==> config.mk <==
export PLATFORM = sky130hd
export DESIGN_NAME = rgb_led_strip_bit_serializer_unit
export DESIGN_NICKNAME = d
export VERILOG_FILES = /design/src/rtl/core/lsbs_pkg.sv /design/src/rtl/core/rgb_led_strip_bit_serializer_unit.sv /design/src/rtl/core/lsbs_buffer.sv /design/src/rtl/core/lsbs_serializer.sv
export VERILOG_INCLUDE_DIRS = /design/src /design/src/rtl/core
export SDC_FILE = /design/constraint.sdc
export NUM_CORES = 2
export LEC_CHECK = 0
export BUFFER_PORTS_ARGS = -buffer_cell sky130_fd_sc_hd__buf_2
export CAP_MARGIN = 20
export CORE_MARGIN = 2
export CORE_UTILIZATION = 44
export DETAILED_ROUTE_END_ITERATION = 10
export GPL_ROUTABILITY_DRIVEN = 1
export HOLD_SLACK_MARGIN = 0.06
export SYNTH_ARGS = -nofsm -noshare
export SYNTH_HDL_FRONTEND = slang
export SYNTH_SLANG_ARGS = --single-unit
==> constraint.sdc <==
create_clock -name clk -period 10.5 [get_ports clk]
set_clock_uncertainty 0.05 [all_clocks]
set_input_delay 2.1 -clock clk [delete_from_list [all_inputs] [get_ports clk]]
set_output_delay 2.1 -clock clk [all_outputs]
set_load 0.05 [all_outputs]
==> src/rtl/core/rgb_led_strip_bit_serializer_unit_macros.svh <==
// Assertion macros for the LED strip serializer
`ifndef RGB_LED_STRIP_BIT_SERIALIZER_UNIT_MACROS_SVH
`define RGB_LED_STRIP_BIT_SERIALIZER_UNIT_MACROS_SVH
`ifndef ASSERT_OFF
`define LSBS_ASSERT_IMP(lbl, clk, rst_n, pre, post, msg) \
	lbl: assert property (@(posedge clk) disable iff (!rst_n) (pre) |-> (post)) else $error(msg);
`define LSBS_ASSERT_NXT(lbl, clk, rst_n, pre, post, msg) \
	lbl: assert property (@(posedge clk) disable iff (!rst_n) (pre) |=> (post)) else $error(msg);
`else
`define LSBS_ASSERT_IMP(lbl, clk, rst_n, pre, post, msg)
`define LSBS_ASSERT_NXT(lbl, clk, rst_n, pre, post, msg)
`endif
`endif

==> src/rtl/core/lsbs_pkg.sv <==
package lsbs_pkg;

	localparam int BUF_BYTES = 256;
	localparam int ADDR_W    = $clog2(BUF_BYTES);
	localparam int FILL_W    = ADDR_W + 1;
	localparam int TICK_W    = 16;
	localparam int PER_W     = 10;
	localparam int CNT_W     = 10;
	localparam int CFG_IDX_W = 3;
	localparam int CFG_DAT_W = 16;
	localparam int IN_DAT_W  = 56;
	localparam int OUT_DAT_W = 8;

	localparam logic [1:0] PH_IDLE = 2'd0;
	localparam logic [1:0] PH_SEND = 2'd1;
	localparam logic [1:0] PH_GAP  = 2'd2;

	localparam logic [CFG_IDX_W-1:0] REG_ZERO_HIGH = 3'd0;
	localparam logic [CFG_IDX_W-1:0] REG_ONE_HIGH  = 3'd1;
	localparam logic [CFG_IDX_W-1:0] REG_PERIOD    = 3'd2;
	localparam logic [CFG_IDX_W-1:0] REG_GAP       = 3'd3;
	localparam logic [CFG_IDX_W-1:0] REG_WHITE     = 3'd4;

	localparam int IN_RED    = 0;
	localparam int IN_GREEN  = 8;
	localparam int IN_BLUE   = 16;
	localparam int IN_WHITE  = 24;
	localparam int IN_BRIGHT = 32;
	localparam int IN_COUNT  = 40;
	localparam int IN_FOLLOW = 50;

	localparam int OUT_PIN    = 0;
	localparam int OUT_BUSY   = 1;
	localparam int OUT_STATUS = 2;

	typedef struct packed {
		logic             start;
		logic [7:0]       red;
		logic [7:0]       green;
		logic [7:0]       blue;
		logic [7:0]       white;
		logic [7:0]       brightness;
		logic [CNT_W-1:0] count;
		logic             four;
	} lsbs_load_t;

	typedef struct packed {
		logic              busy;
		logic              done;
		logic [FILL_W-1:0] fill;
		logic [7:0]        first_byte;
	} lsbs_buf_stat_t;

	typedef struct packed {
		logic any;
		logic tick;
		logic start_frame;
	} lsbs_step_t;

	typedef struct packed {
		logic [PER_W-1:0]  zero_high;
		logic [PER_W-1:0]  one_high;
		logic [PER_W-1:0]  period;
		logic [TICK_W-1:0] gap;
	} lsbs_cfg_t;

	typedef struct packed {
		logic pin;
		logic busy_next;
		logic can_load;
		logic idle;
		logic clear_fill;
	} lsbs_ser_stat_t;

	function automatic logic [7:0] scale_level(input logic [7:0] c, input logic [7:0] b);
		logic [15:0] prod;
		prod = ({8'd0, c} * {8'd0, b}) + 16'd255;
		return prod[15:8];
	endfunction

endpackage

==> src/rtl/core/rgb_led_strip_bit_serializer_unit.sv <==
// Channel   Direction  Payload
// s_*       in         tuser: cmd; tdata: red, green, blue, white, brightness,
//                      pixel_count, following
// m_*       out        tdata: pin_level, busy_res, status
// cfg_*     in         cfg_index selects register, cfg_data carries its value
//
// A tick, a refused load and a load of zero pixels each produce one result.
// An accepted load writes one byte a cycle into the pixel memory; no item is
// taken meanwhile, and its result follows once the fill is done.
// The result register lets a new item in while m_tready is high or the register
// is empty. Reset starts the low gap; the pixel memory needs no clearing pass.
`include "rgb_led_strip_bit_serializer_unit_macros.svh"
module rgb_led_strip_bit_serializer_unit import lsbs_pkg::*; (
	input  logic                 clk,
	input  logic                 arst_n,
	input  logic                 s_tvalid,
	output logic                 s_tready,
	input  logic [IN_DAT_W-1:0]  s_tdata,  // red, green, blue, white, brightness,
	                                       // pixel_count, following, zero fill
	input  logic                 s_tuser,  // cmd
	output logic                 m_tvalid,
	input  logic                 m_tready,
	output logic [OUT_DAT_W-1:0] m_tdata,  // pin_level, busy_res, status, zero fill
	input  logic                 cfg_valid,
	output logic                 cfg_ready,
	input  logic [CFG_IDX_W-1:0] cfg_index,
	input  logic [CFG_DAT_W-1:0] cfg_data
);

	lsbs_cfg_t               cfg_q;
	logic                    white_q;
	logic                    following_q;
	logic                    out_valid_q;
	logic [OUT_DAT_W-1:0]    out_data_q;

	lsbs_load_t              load;
	lsbs_buf_stat_t          buf_stat;
	lsbs_step_t              step;
	lsbs_ser_stat_t          ser_stat;
	logic [ADDR_W-1:0]       rd_addr;
	logic [7:0]              rd_data;

	logic                    accept;
	logic                    slot_free;
	logic                    is_load;
	logic                    refused;
	logic                    fin;
	logic                    emit;
	logic [OUT_DAT_W-1:0]    out_data_d;

	assign cfg_ready = 1'b1;
	assign slot_free = !out_valid_q || m_tready;
	assign s_tready  = !buf_stat.busy && slot_free;
	assign accept    = s_tvalid && s_tready;
	assign is_load   = s_tuser;
	assign refused   = accept && is_load && !ser_stat.can_load;
	assign fin       = buf_stat.done && slot_free;

	always_comb begin
		load.red        = s_tdata[IN_RED +: 8];
		load.green      = s_tdata[IN_GREEN +: 8];
		load.blue       = s_tdata[IN_BLUE +: 8];
		load.white      = s_tdata[IN_WHITE +: 8];
		load.brightness = s_tdata[IN_BRIGHT +: 8];
		load.count      = s_tdata[IN_COUNT +: CNT_W];
		load.four       = white_q;
		load.start      = accept && is_load && ser_stat.can_load && (load.count != '0);
		step.any         = accept;
		step.tick        = accept && !is_load;
		step.start_frame = fin && !following_q;
		emit             = (accept && !load.start) || fin;
		out_data_d             = '0;
		out_data_d[OUT_PIN]    = ser_stat.pin;
		out_data_d[OUT_BUSY]   = ser_stat.busy_next;
		out_data_d[OUT_STATUS] = refused;
	end

	always_ff @(posedge clk or negedge arst_n) begin
		if (!arst_n) begin
			cfg_q.zero_high <= PER_W'(35);
			cfg_q.one_high  <= PER_W'(80);
			cfg_q.period    <= PER_W'(125);
			cfg_q.gap       <= TICK_W'(25000);
			white_q         <= 1'b0;
		end else if (cfg_valid && cfg_ready) begin
			unique case (cfg_index)
				REG_ZERO_HIGH: cfg_q.zero_high <= cfg_data[PER_W-1:0];
				REG_ONE_HIGH:  cfg_q.one_high  <= cfg_data[PER_W-1:0];
				REG_PERIOD:    cfg_q.period    <= cfg_data[PER_W-1:0];
				REG_GAP:       cfg_q.gap       <= cfg_data[TICK_W-1:0];
				REG_WHITE:     white_q         <= cfg_data[0];
				default:       ;
			endcase
		end
	end

	always_ff @(posedge clk) begin
		if (load.start) begin
			following_q <= s_tdata[IN_FOLLOW];
		end
		if (emit) begin
			out_data_q <= out_data_d;
		end
	end

	always_ff @(posedge clk or negedge arst_n) begin
		if (!arst_n) begin
			out_valid_q <= 1'b0;
		end else if (emit) begin
			out_valid_q <= 1'b1;
		end else if (m_tready) begin
			out_valid_q <= 1'b0;
		end
	end

	assign m_tvalid = out_valid_q;
	assign m_tdata  = out_data_q;

	lsbs_buffer u_buffer (
		.clk        (clk),
		.arst_n     (arst_n),
		.load       (load),
		.clear_fill (ser_stat.clear_fill),
		.done_ack   (fin),
		.rd_addr    (rd_addr),
		.stat       (buf_stat),
		.rd_data    (rd_data)
	);

	lsbs_serializer u_serializer (
		.clk        (clk),
		.arst_n     (arst_n),
		.step       (step),
		.cfg        (cfg_q),
		.fill       (buf_stat.fill),
		.first_byte (buf_stat.first_byte),
		.rd_data    (rd_data),
		.stat       (ser_stat),
		.rd_addr    (rd_addr)
	);

	`LSBS_ASSERT_NXT(a_refused_status, clk, arst_n, refused, m_tvalid && m_tdata[OUT_STATUS], "refused load not flagged")
	`LSBS_ASSERT_IMP(a_fill_idle, clk, arst_n, buf_stat.busy, ser_stat.idle, "pixel memory written while a frame runs")
	`LSBS_ASSERT_IMP(a_fill_bound, clk, arst_n, 1'b1, buf_stat.fill <= FILL_W'(BUF_BYTES), "fill count beyond capacity")
	`LSBS_ASSERT_NXT(a_fill_stalls, clk, arst_n, load.start, !s_tready, "transaction taken while filling")

endmodule

==> src/rtl/core/lsbs_buffer.sv <==
module lsbs_buffer import lsbs_pkg::*; (
	input  logic                  clk,
	input  logic                  arst_n,
	input  lsbs_load_t            load,
	input  logic                  clear_fill,
	input  logic                  done_ack,
	input  logic [ADDR_W-1:0]     rd_addr,
	output lsbs_buf_stat_t        stat,
	output logic [7:0]            rd_data
);

	localparam logic [1:0] BS_IDLE = 2'd0;
	localparam logic [1:0] BS_FILL = 2'd1;
	localparam logic [1:0] BS_DONE = 2'd2;

	logic [1:0]        state_q;
	logic [CNT_W-1:0]  cnt_q;
	logic [1:0]        sub_q;
	logic              four_q;
	logic [FILL_W-1:0] fill_q;
	logic [3:0][7:0]   lvl_q;
	logic [7:0]        first_q;
	logic [7:0]        pixel_mem_q [BUF_BYTES];
	logic [7:0]        rd_data_q;

	logic [1:0]        last_sub;
	logic [FILL_W:0]   fill_after;
	logic              room;
	logic              pix_end;
	logic              wr_en;
	logic [7:0]        wr_byte;

	always_comb begin
		last_sub   = four_q ? 2'd3 : 2'd2;
		fill_after = {1'b0, fill_q} + (four_q ? (FILL_W+1)'(4) : (FILL_W+1)'(3));
		room       = fill_after <= (FILL_W+1)'(BUF_BYTES);
		pix_end    = (sub_q == 2'd0) && ((cnt_q == '0) || !room);
		wr_en      = (state_q == BS_FILL) && !pix_end;
		wr_byte    = lvl_q[sub_q];
	end

	always_ff @(posedge clk or negedge arst_n) begin
		if (!arst_n) begin
			state_q <= BS_IDLE;
			cnt_q   <= '0;
			sub_q   <= 2'd0;
			four_q  <= 1'b0;
		end else begin
			unique case (state_q)
				BS_IDLE: begin
					if (load.start) begin
						state_q <= BS_FILL;
						cnt_q   <= load.count;
						sub_q   <= 2'd0;
						four_q  <= load.four;
					end
				end
				BS_FILL: begin
					if (pix_end) begin
						state_q <= BS_DONE;
					end else if (sub_q == last_sub) begin
						sub_q <= 2'd0;
						cnt_q <= cnt_q - 1'b1;
					end else begin
						sub_q <= sub_q + 1'b1;
					end
				end
				BS_DONE: begin
					if (done_ack) begin
						state_q <= BS_IDLE;
					end
				end
				default: begin
					state_q <= BS_IDLE;
				end
			endcase
		end
	end

	always_ff @(posedge clk or negedge arst_n) begin
		if (!arst_n) begin
			fill_q <= '0;
		end else if (clear_fill) begin
			fill_q <= '0;
		end else if (wr_en) begin
			fill_q <= fill_q + 1'b1;
		end
	end

	always_ff @(posedge clk) begin
		if (load.start) begin
			lvl_q[0] <= scale_level(load.green, load.brightness);
			lvl_q[1] <= scale_level(load.red, load.brightness);
			lvl_q[2] <= scale_level(load.blue, load.brightness);
			lvl_q[3] <= scale_level(load.white, load.brightness);
		end
		if (wr_en && (fill_q == '0)) begin
			first_q <= wr_byte;
		end
	end

	always_ff @(posedge clk) begin
		if (wr_en) begin
			pixel_mem_q[fill_q[ADDR_W-1:0]] <= wr_byte;
		end
		rd_data_q <= pixel_mem_q[rd_addr];
	end

	assign rd_data         = rd_data_q;
	assign stat.busy       = state_q != BS_IDLE;
	assign stat.done       = state_q == BS_DONE;
	assign stat.fill       = fill_q;
	assign stat.first_byte = first_q;

endmodule

==> src/rtl/core/lsbs_serializer.sv <==
module lsbs_serializer import lsbs_pkg::*; (
	input  logic              clk,
	input  logic              arst_n,
	input  lsbs_step_t        step,
	input  lsbs_cfg_t         cfg,
	input  logic [FILL_W-1:0] fill,
	input  logic [7:0]        first_byte,
	input  logic [7:0]        rd_data,
	output lsbs_ser_stat_t    stat,
	output logic [ADDR_W-1:0] rd_addr
);

	logic [1:0]        phase_q;
	logic [TICK_W-1:0] tick_q;
	logic [FILL_W-1:0] byte_q;
	logic [2:0]        bit_q;
	logic [7:0]        shift_q;

	logic [1:0]        ph_d;
	logic [TICK_W-1:0] tk_d;
	logic [FILL_W-1:0] byte_d;
	logic [2:0]        bit_d;
	logic [7:0]        sh_d;
	logic              pin;
	logic              clr;
	logic              gap_over;
	logic [PER_W-1:0]  period;
	logic [PER_W-1:0]  high;
	logic [TICK_W-1:0] tk_inc;
	logic [FILL_W-1:0] byte_inc;
	logic [1:0]        gap_phase;

	always_comb begin
		ph_d      = phase_q;
		tk_d      = tick_q;
		byte_d    = byte_q;
		bit_d     = bit_q;
		sh_d      = shift_q;
		pin       = 1'b0;
		clr       = 1'b0;
		gap_over  = (phase_q == PH_GAP) && (tick_q >= cfg.gap);
		period    = (cfg.period == '0) ? PER_W'(1) : cfg.period;
		high      = shift_q[7] ? cfg.one_high : cfg.zero_high;
		tk_inc    = tick_q + 1'b1;
		byte_inc  = byte_q + 1'b1;
		gap_phase = (cfg.gap == '0) ? PH_IDLE : PH_GAP;

		if (step.any && gap_over) begin
			ph_d = PH_IDLE;
			tk_d = '0;
		end

		if (step.tick && (ph_d == PH_SEND)) begin
			pin = tick_q < TICK_W'(high);
			if (tk_inc >= TICK_W'(period)) begin
				tk_d  = '0;
				sh_d  = {shift_q[6:0], 1'b0};
				bit_d = bit_q + 1'b1;
				if (bit_q == 3'd7) begin
					if ((byte_inc >= fill) || (byte_inc >= FILL_W'(BUF_BYTES))) begin
						byte_d = '0;
						clr    = 1'b1;
						ph_d   = gap_phase;
					end else begin
						byte_d = byte_inc;
						sh_d   = rd_data;
					end
				end
			end else begin
				tk_d = tk_inc;
			end
		end else if (step.tick && (ph_d == PH_GAP)) begin
			tk_d = tk_inc;
			if (tk_inc >= cfg.gap) begin
				ph_d = PH_IDLE;
				tk_d = '0;
			end
		end

		if (step.start_frame) begin
			tk_d = '0;
			if (fill == '0) begin
				clr  = 1'b1;
				ph_d = gap_phase;
			end else begin
				ph_d   = PH_SEND;
				byte_d = '0;
				bit_d  = 3'd0;
				sh_d   = first_byte;
			end
		end
	end

	always_ff @(posedge clk or negedge arst_n) begin
		if (!arst_n) begin
			phase_q <= PH_GAP;
			tick_q  <= '0;
			byte_q  <= '0;
			bit_q   <= 3'd0;
			shift_q <= 8'd0;
		end else begin
			phase_q <= ph_d;
			tick_q  <= tk_d;
			byte_q  <= byte_d;
			bit_q   <= bit_d;
			shift_q <= sh_d;
		end
	end

	assign rd_addr         = byte_inc[ADDR_W-1:0];
	assign stat.pin        = pin;
	assign stat.busy_next  = ph_d != PH_IDLE;
	assign stat.can_load   = (phase_q == PH_IDLE) || gap_over;
	assign stat.idle       = phase_q == PH_IDLE;
	assign stat.clear_fill = clr;

endmodule

==> impl_metrics.yaml <==
outcome:
  status: "finished clean"
timing:
  finalCriticalPeriod_ns: 6.43
  layout_setup_ws_ns: 4.07
  final-max-slew-violation-count: 0
  rsz0062_at_grt: "false"
  fin_crit_sh_pct: 61.2
  slew_headroom_pct: 8.80
  tightest_slew_ns: 1.37
  setup_viol_count_final: 0
  hold_ws_ns: 0.422
  setup_tns_ns: 0
  hold_viol: 0
  max_freq_ghz: 0.156
cells_and_area:
  drive_gt1_share_pct: 23.2
  nFillCells: 17700
  nets: 5551
  multi_input_area_um2: 28000
  post-route-util_pct: 49.1
  final_area_um2: 106000
  syn2layout_area_growth_pct: 11.3
  stdcell_count: 8146
  seq_area_um2: 65800
global_route:
  grt.overflow.total: 0
  grt_pass1_vias: 48100
  antenna_found_initial: 5
  grt_util_all_layers_pct: 20.3
  grt_pass1_wl_um: 332000
  grt_max_degree: 214
critical_path:
  cp-start-kind: "input pin"
  path_cells: "buf_2 > nand2_1 > fa_1 > inv_1 > fa_1 > fa_1 > inv_1 > fa_1 > inv_1 > ha_1 > or3_1 > a31oi_1 > o21ba_2 > o21ai_0 > o41ai_1 > o21bai_1 > xnor2_1"
  startpoint: "s_tdata[32]"
  worstPathMaxFanout: 32
  crit_required_ns: 11.02
  cp-end-kind: "flip-flop"
  r2r_start: "u_serializer.byte_q[0]$_DFF_PN0_"
  crit_slowest_cell: "fa_1"
  cpMostUsedCell: "fa_1"
  crit_buf_inv: 4
  slowest_delay_ns: 0.57
  path_delay_family: "adder cells"
  criticalPathCategory: "input pin to flip-flop"
  worst_ep_arrival_time_ns: 6.95
logic_synthesis:
  synth-warning-count: 0
  ys_seq_area_share_pct: 68.8
  synth_edf_count: 2092
  synth_async_sr_flop_share_pct: 4.98
  syn_area_um2: 95500
  synth_area_leader_cell: "edfxtp_1"
  synth_top_cell_area_share_pct: 65.8
  synth.avg_cell_area_um2: 19.1
  syn_inst: 4993
  ys_types: 84
  synth_area_leaders: "edfxtp_1 (66%), mux4_2 (15%), fa_1 (3.5%)"
  synth_ff_type: "edfxtp_1"
  ys_seq_elements: 2210
clock_network:
  cts_resized: 0
  cts.sinks: 2210
  cts_tree: "done"
  cts.htree.levels: 4
  clk_pin_slew_ns: 0.06
  numCtsBuffers: 212
  clk_latency_ns: 0.87
  hold_buffers: 0
  cts_max_path_buffers: 3
  cts-root-buf: "clkbuf_16"
  cts_setup_buffers: 0
placed_design:
  place_inst: 7742
  routabilityCongestion: 0.821
  place_ws_ns: 3.21
  post-dp-hpwl_um: 136000
  dpl_cell_area_um2: 99200
  port_buffers: 80
power:
  clockPowerShare_pct: 34.2
  p_total_mw: 22.5
  combPwrFrac_pct: 16.0
  powerDensity_nw_per_um2: 212
  p_switching_mw: 6.16
  p_leak_nw: 34.7
  internal_power_mw: 16.3
  p_seq_share_pct: 49.8
  peakVddDrop_mv: 0.192
  switching_share_pct: 27.4
drt:
  vias_per_cell: 5.78
  drc: 0
  drtPass1Iterations: 8
  wirelength_um: 224000
  drtIter0Drc: 4634
  ant_nets: 0
  post_drt_wl_per_cell_um: 27.5
  vias: 47100
die:
  die_h_um: 470
  core_area_um2: 217000
  io_pins: 92
  start_util_pct: 44.1
  die_w_um: 470
  row_count: 171
  die-area_um2: 221000
worst_hold_path:
  worstHoldPathType: "flip-flop to flip-flop"
  worstHoldStart: "u_buffer.first_q[6]$_DFFE_PP_"
flow_run:
  drv_cap: 0
[flip-flops by register name (all words and copies together), names as in the netlist, 2 cells and up]
signal                cells
u_buffer.state_q          2
u_buffer.pixel_mem_q   2048
u_buffer.lvl_q           32
u_buffer.sub_q            2
u_buffer.first_q          8
u_buffer.cnt_q           10
cfg_q                    46
u_buffer.rd_data          8
u_serializer.shift_q      8
u_serializer.phase_q      2
u_serializer.tick_q      16
u_buffer.fill_q           9
u_serializer.byte_q       9
u_serializer.bit_q        3
m_tdata                   3
[worst paths after layout]
kind / slack, ns / to / cells past startpoint
worst max-delay path: 4.07 / u_buffer.lvl_q[31]$_DFFE_PP_ / 17
worst min-delay path: 0.42 / u_serializer.shift_q[6]$_DFF_PN0_ / 2
worst max register to register: 5.03 / u_buffer.rd_data[1]$_DFF_P_ / 9
worst min register to register: 0.42 / u_serializer.shift_q[6]$_DFF_PN0_ / 2
max in group asynchronous: 7.77 / u_serializer.byte_q[0]$_DFF_PN0_ / 2
min in group asynchronous: 1.25 / cfg_q[4]$_DFFE_PN0P_ / 1
[cell families (layout without fill, tap and decap cells)]
logic type | count (synthesis) | count (layout) | share of synthesized area [%]
flops | 2210 | 2210 | 68.8
mux | 709 | 709 | 16.0
buf+inv | 492 | 785 | 2.10
compound gates | 288 | 288 | 2.16
fa+ha+maj | 366 | 366 | 6.09
simple gates | 863 | 863 | 4.27
other cells | 2 | 8 | 0.00786
xor+xnor | 63 | 63 | 0.578
[worst min-delay path, delay by kind of cell (launching register included)]
kind               cells  cell delay [ns]
and+or+nand+nor        1             0.05
AOI/OAI and AO/OA      1             0.07
DFF                    1             0.32
[synthesized netlist by cell type (21+ instances only)]
cell,number
a21oi_1,41
a22o_1,31
a22oi_1,41
and2_1,145
buf_2,79
clkbuf_1,146
dfrtp_1,92
edfxtp_1,2092
fa_1,165
ha_1,201
inv_1,241
mux2_2,40
mux4_2,648
nand2_1,215
nand3_1,45
nand4_1,21
nor2_1,327
o21ai_0,44
xnor2_1,44
[area by class of cell]
cell class	count	share of cell area (%)
clock inverters	133	1.30
flip-flops and latches	2210	61.9
multi-input cells	2295	26.3
diodes	2	0.00471
well taps	2854	3.36
clock buffers	267	5.32
inverters	241	0.851
repair buffers	144	0.998
[metal layers]
layer	global-route usage [%]	vias up	routed length (µm)	part of all wire [%]
li1	-	20100	-	-
met1	30.0	25400	99300	44
met2	32.0	1388	107000	48
met3	3.00	251	12600	5.6
met4	5.20	2	5000	2.2
met5	0	-	13	0.0058
[power groups by stage]
stage,clock network [mW],logic (mW),registers [mW]
floorplan,0,2.11,11.4
global placement,0,3.51,11.4
global route,8.17,4.01,11.2
CTS,7.83,3.64,11.2
finish,7.70,3.59,11.2
detailed placement,0,3.63,11.4
[placed cells by master, fill, tap and decap left out, drive strengths merged, types with 10 or more instances in the layout]
cell,synthesis,routed
nand4,23,23
o21ai,55,55
mux2,41,41
and2,145,145
and3,10,10
fa,165,165
inv,241,248
mux4,648,648
a22o,31,31
edfxtp,2092,2092
dfrtp,92,92
nand2b,15,15
a21o,14,14
nor2,327,327
nor3,18,18
clkinv,0,99
nand2,221,221
nand3,46,46
mux2i,20,20
o21a,11,11
xor2,19,19
buf,105,144
ha,201,201
nor4,14,14
a21oi,41,41
a22oi,41,41
a221oi,17,17
dfstp,18,18
xnor2,44,44
bufinv,0,22
clkbuf,146,267
o211ai,14,14
Power figures use the tool's default switching activity.
